[config.mk]
export PLATFORM = sky130hd
export DESIGN_NAME = bfa_first_zero
export DESIGN_NICKNAME = d
export VERILOG_FILES = /design/src/rtl/bitmap_frame_allocator_assert.svh /design/src/rtl/bfa_pkg.sv /design/src/rtl/bfa_first_zero.sv
export SDC_FILE = /design/constraint.sdc
export NUM_CORES = 1
export LEC_CHECK = 0
export BUFFER_PORTS_ARGS = -buffer_cell sky130_fd_sc_hd__buf_2
export CAP_MARGIN = 0
export CORE_AREA = 10 10 47 49
export DETAILED_ROUTE_END_ITERATION = 10
export DIE_AREA = 0 0 57 59
export PLACE_DENSITY = 0.7
export SETUP_SLACK_MARGIN = 0.02
export SYNTH_ARGS = -nofsm -noshare
export SYNTH_HDL_FRONTEND = slang
export SYNTH_SLANG_ARGS = --single-unit
[constraint.sdc]
create_clock -name vclk -period 1.3
set_clock_uncertainty 0.15 [all_clocks]
set_input_delay 0.26 -clock vclk [all_inputs]
set_output_delay 0.26 -clock vclk [all_outputs]
set_load 0.005 [all_outputs]
[src/rtl/bitmap_frame_allocator_assert.svh]
// assertion macros of the bitmap frame allocator top level
`ifndef BITMAP_FRAME_ALLOCATOR_ASSERT_SVH
`define BITMAP_FRAME_ALLOCATOR_ASSERT_SVH
`ifndef SYNTHESIS
// same-cycle implication
`define BFA_ASSERT_IMP(lbl, clk, rst, ante, cons) \
   lbl: assert property (@(posedge clk) disable iff (rst) (ante) |-> (cons)) \
      else $error("bfa assertion failed");
// next-cycle implication
`define BFA_ASSERT_NXT(lbl, clk, rst, ante, cons) \
   lbl: assert property (@(posedge clk) disable iff (rst) (ante) |=> (cons)) \
      else $error("bfa assertion failed");
`else
`define BFA_ASSERT_IMP(lbl, clk, rst, ante, cons)
`define BFA_ASSERT_NXT(lbl, clk, rst, ante, cons)
`endif
`endif

[src/rtl/bfa_pkg.sv]
// types and constants of the bitmap frame allocator
package bfa_pkg;

   localparam int MAX_FRAMES = 65536;
   localparam int WORD_BITS  = 32;
   localparam int NUM_WORDS  = MAX_FRAMES / WORD_BITS;
   localparam int WORD_AW    = $clog2(NUM_WORDS);
   localparam int BIT_W      = $clog2(WORD_BITS);
   localparam int WCNT_W     = WORD_AW + 1;
   localparam int FRAME_W    = 16;
   localparam int CFG_W      = 17;
   localparam int STATUS_W   = 2;

   // request codes
   localparam logic REQ_ALLOC = 1'b0;
   localparam logic REQ_FREE  = 1'b1;

   // response status codes
   localparam logic [STATUS_W-1:0] STAT_DONE    = 2'd0;
   localparam logic [STATUS_W-1:0] STAT_MAPPED  = 2'd1;
   localparam logic [STATUS_W-1:0] STAT_NO_FREE = 2'd2;
   localparam logic [STATUS_W-1:0] STAT_NOTHING = 2'd3;

   // sequencer states
   typedef enum logic [2:0] {
      ST_CLEAR,
      ST_IDLE,
      ST_SCAN_RD,
      ST_SCAN_CHK,
      ST_FREE_RD,
      ST_FREE_WR,
      ST_DONE
   } bfa_state_type;

   // result of the lowest-zero search over one bitmap word
   typedef struct packed {
      logic             found;
      logic [BIT_W-1:0] idx;
   } bfa_zero_type;

endpackage

[src/rtl/bfa_first_zero.sv]
// lowest clear bit search over one bitmap word
module bfa_first_zero (
   input  logic [bfa_pkg::WORD_BITS-1:0] word,
   output bfa_pkg::bfa_zero_type         zero
);
   import bfa_pkg::*;

   // priority encode, lowest index wins
   always_comb begin
      zero.found = ~&word;
      zero.idx   = '0;
      for (int i = WORD_BITS - 1; i >= 0; i--) begin
         if (!word[i]) begin
            zero.idx = BIT_W'(i);
         end
      end
   end

endmodule
==> flow_metrics.env <==
export IMPL_status="finished with violations"
export IMPL_violations="negative setup slack"
export IMPL_fp_dieArea_um2=3360
export IMPL_portBuffers=38
export IMPL_worstHoldStart="word[0]"
export IMPL_synth_cells=66
export IMPL_fp_dieW_um=57
export IMPL_min_period_ns=1.70
export IMPL_antenna_left=0
export IMPL_seq_area_frac_synth_pct=0
export IMPL_globalRoute_totalOverflow=0
export IMPL_ir_worst_vdd_mv=0.154
export IMPL_seqPwrFrac_pct=0
export IMPL_diodes=0
export IMPL_synthMostInstantiatedCell="nand2_1"
export IMPL_placed_area_um2=717
export IMPL_synth_common_cells="11 x nand2_1, 9 x nand4_1, 6 x inv_1, 6 x nand3_1, 5 x a21oi_1"
export IMPL_dr_first_iter_drc_count=17
export IMPL_synth_area_top_cells="nand4_1 14%, nand2_1 11%, nand3_1 7.6%"
export IMPL_end_kind="output pin"
export IMPL_route_detailed_drc=0
export IMPL_grt_max_degree=6
export IMPL_hold_path_class="in -> out"
export IMPL_final_cell_area_um2=988
export IMPL_routed_via_count=782
export IMPL_combPwrFrac_pct=100.0
export IMPL_grt_pass1_vias=772
export IMPL_yosysTopAreaCell="nand4_1"
export IMPL_routedWlPerCell_um=15.8
export IMPL_p_total_uw=246
export IMPL_postLayoutSetupSlackWorst_ns=-0.398
export IMPL_yosysWarnings=0
export IMPL_start_kind="primary input"
export IMPL_grt_use_total_pct=10.6
export IMPL_critical_path_arrival_ns=1.29
export IMPL_multi_input_area_um2=440
export IMPL_rsz0062_at_grt="true"
export IMPL_ys_types=22
export IMPL_fin_tns_setup_ns=-1.77
export IMPL_path_max_fanout=3
export IMPL_cp_data_required_time_ns=0.89
export IMPL_initial_utilization_pct=28.0
export IMPL_hold_ws_ns=0.692
export IMPL_max_slew_margin_pct=74.3
export IMPL_drv_slew=0
export IMPL_worst_pin_slew_ns=0.381
export IMPL_critPathLaunch="word[6]"
export IMPL_p_leak_nw=0.444
export IMPL_syn_area_um2=393
export IMPL_cap_violations=0
export IMPL_p_switching_uw=99.8
export IMPL_utilization_pct=70.5
export IMPL_layout_drive_gt1_share_pct=59.8
export IMPL_coreArea_um2=1400
export IMPL_fin_crit_sh_pct=131
export IMPL_pre_cts_ws_ns=-0.359
export IMPL_avgSynthCellArea_um2=5.95
export IMPL_clock_buffers=0
export IMPL_setup_viol=6
export IMPL_fmax_mhz=589
export IMPL_intPower_uw=146
export IMPL_rows=14
export IMPL_worstSetupPathType="in -> out"
export IMPL_grt_first_pass_wirelength_um=3130
export IMPL_synthToLayoutAreaGrowth_pct=152
export IMPL_wl_um=2180
export IMPL_power_share_clock_pct=0
export IMPL_ios=38
export IMPL_antenna_found_initial=0
export IMPL_die_h_um=59
export IMPL_hold_viol_final=0
export IMPL_seq_area_um2=0
export IMPL_netlist_area_leader_share_pct=14.3
export IMPL_gp_congestion=0.792
export IMPL_switching_share_pct=40.5
export IMPL_fin_cells=138
export IMPL_nets=156
export IMPL_seq_cell_count=0
export IMPL_first_pass_iters=4
export IMPL_num_fill_cells=114
export IMPL_dp_cells=134
export IMPL_power_density_nw_per_um2=249
export IMPL_holdBufCountCts=0
export IMPL_syn_num_nets=98
export IMPL_hpwlAfterDp_um=1530
export IMPL_via_per_inst=5.67
## final cells by class
cell class / instances / share of cell area (%)
Timing Repair Buffer: 56 / 51.1
Multi-Input combinational cell: 60 / 44.6
Inverter: 6 / 2.28
Tap cell: 16 / 2.03
## per-layer routing
layer  track usage, %  vias to the layer above  wire length (µm)
li1                 -                      377                 -
met1             11.6                      361               864
met2             20.2                       40              1070
met3             3.65                        4               197
met4                0                        0                43
met5                0                        -                 0
## power by group through the flow
stage	Combinational (mW)	Clock, mW	Sequential, mW
2_1_floorplan	0.0460	0	0
3_3_place_gp	0.163	0	0
3_5_place_dp	0.166	0	0
4_1_cts	0.222	0	0
5_1_grt	0.264	0	0
6_report	0.246	0	0
## kinds of logic (layout without fill, tap and decap cells)
family | after synthesis | in the layout | share of synthesized area, %
AND/OR/NAND/NOR | 39 | 39 | 58.3
AO/OA/AOI/OAI | 21 | 21 | 36.0
buffers and inverters | 6 | 62 | 5.73
## worst paths after layout
kind	to	slack [ns]	depth (start not counted)
setup / recovery	zero[0]	-0.40	6
hold / removal	zero[0]	0.69	3
## placed cells by master (no fill, tap or decap), drive strengths merged
| master | count |
|---|---|
| inv | 6 |
| and4 | 1 |
| a211oi | 1 |
| nand2b | 1 |
| nand3 | 6 |
| o2111ai | 2 |
| buf | 56 |
| a2111oi | 1 |
| nor2 | 4 |
| a31oi | 4 |
| a21oi | 5 |
| nor3 | 2 |
| nand2 | 11 |
| o21ai | 5 |
| nand3b | 2 |
| nand4 | 9 |
| nor4 | 1 |
| o21bai | 1 |
| o221a | 1 |
| a21o | 1 |
| or3 | 2 |
## worst max-delay path, stage by stage
cell,delay [ns]
buf_2,0.11
nand3_1,0.08
a21o_1,0.22
a2111oi_4,0.28
o221a_2,0.24
buf_6,0.09
## timing repair
| item | 4_1_cts | 5_1_grt |
|---|---|---|
| gates resized for setup | 36 | 12 |
| setup buffers | 3 | 1 |
| gates cloned | 0 | 0 |
| endpoints found under the setup margin | 6 | 6 |
| hold endpoints to repair | 0 | 0 |
| pin swaps | 15 | 6 |
No activity file was read; power rests on OpenSTA's default activity.
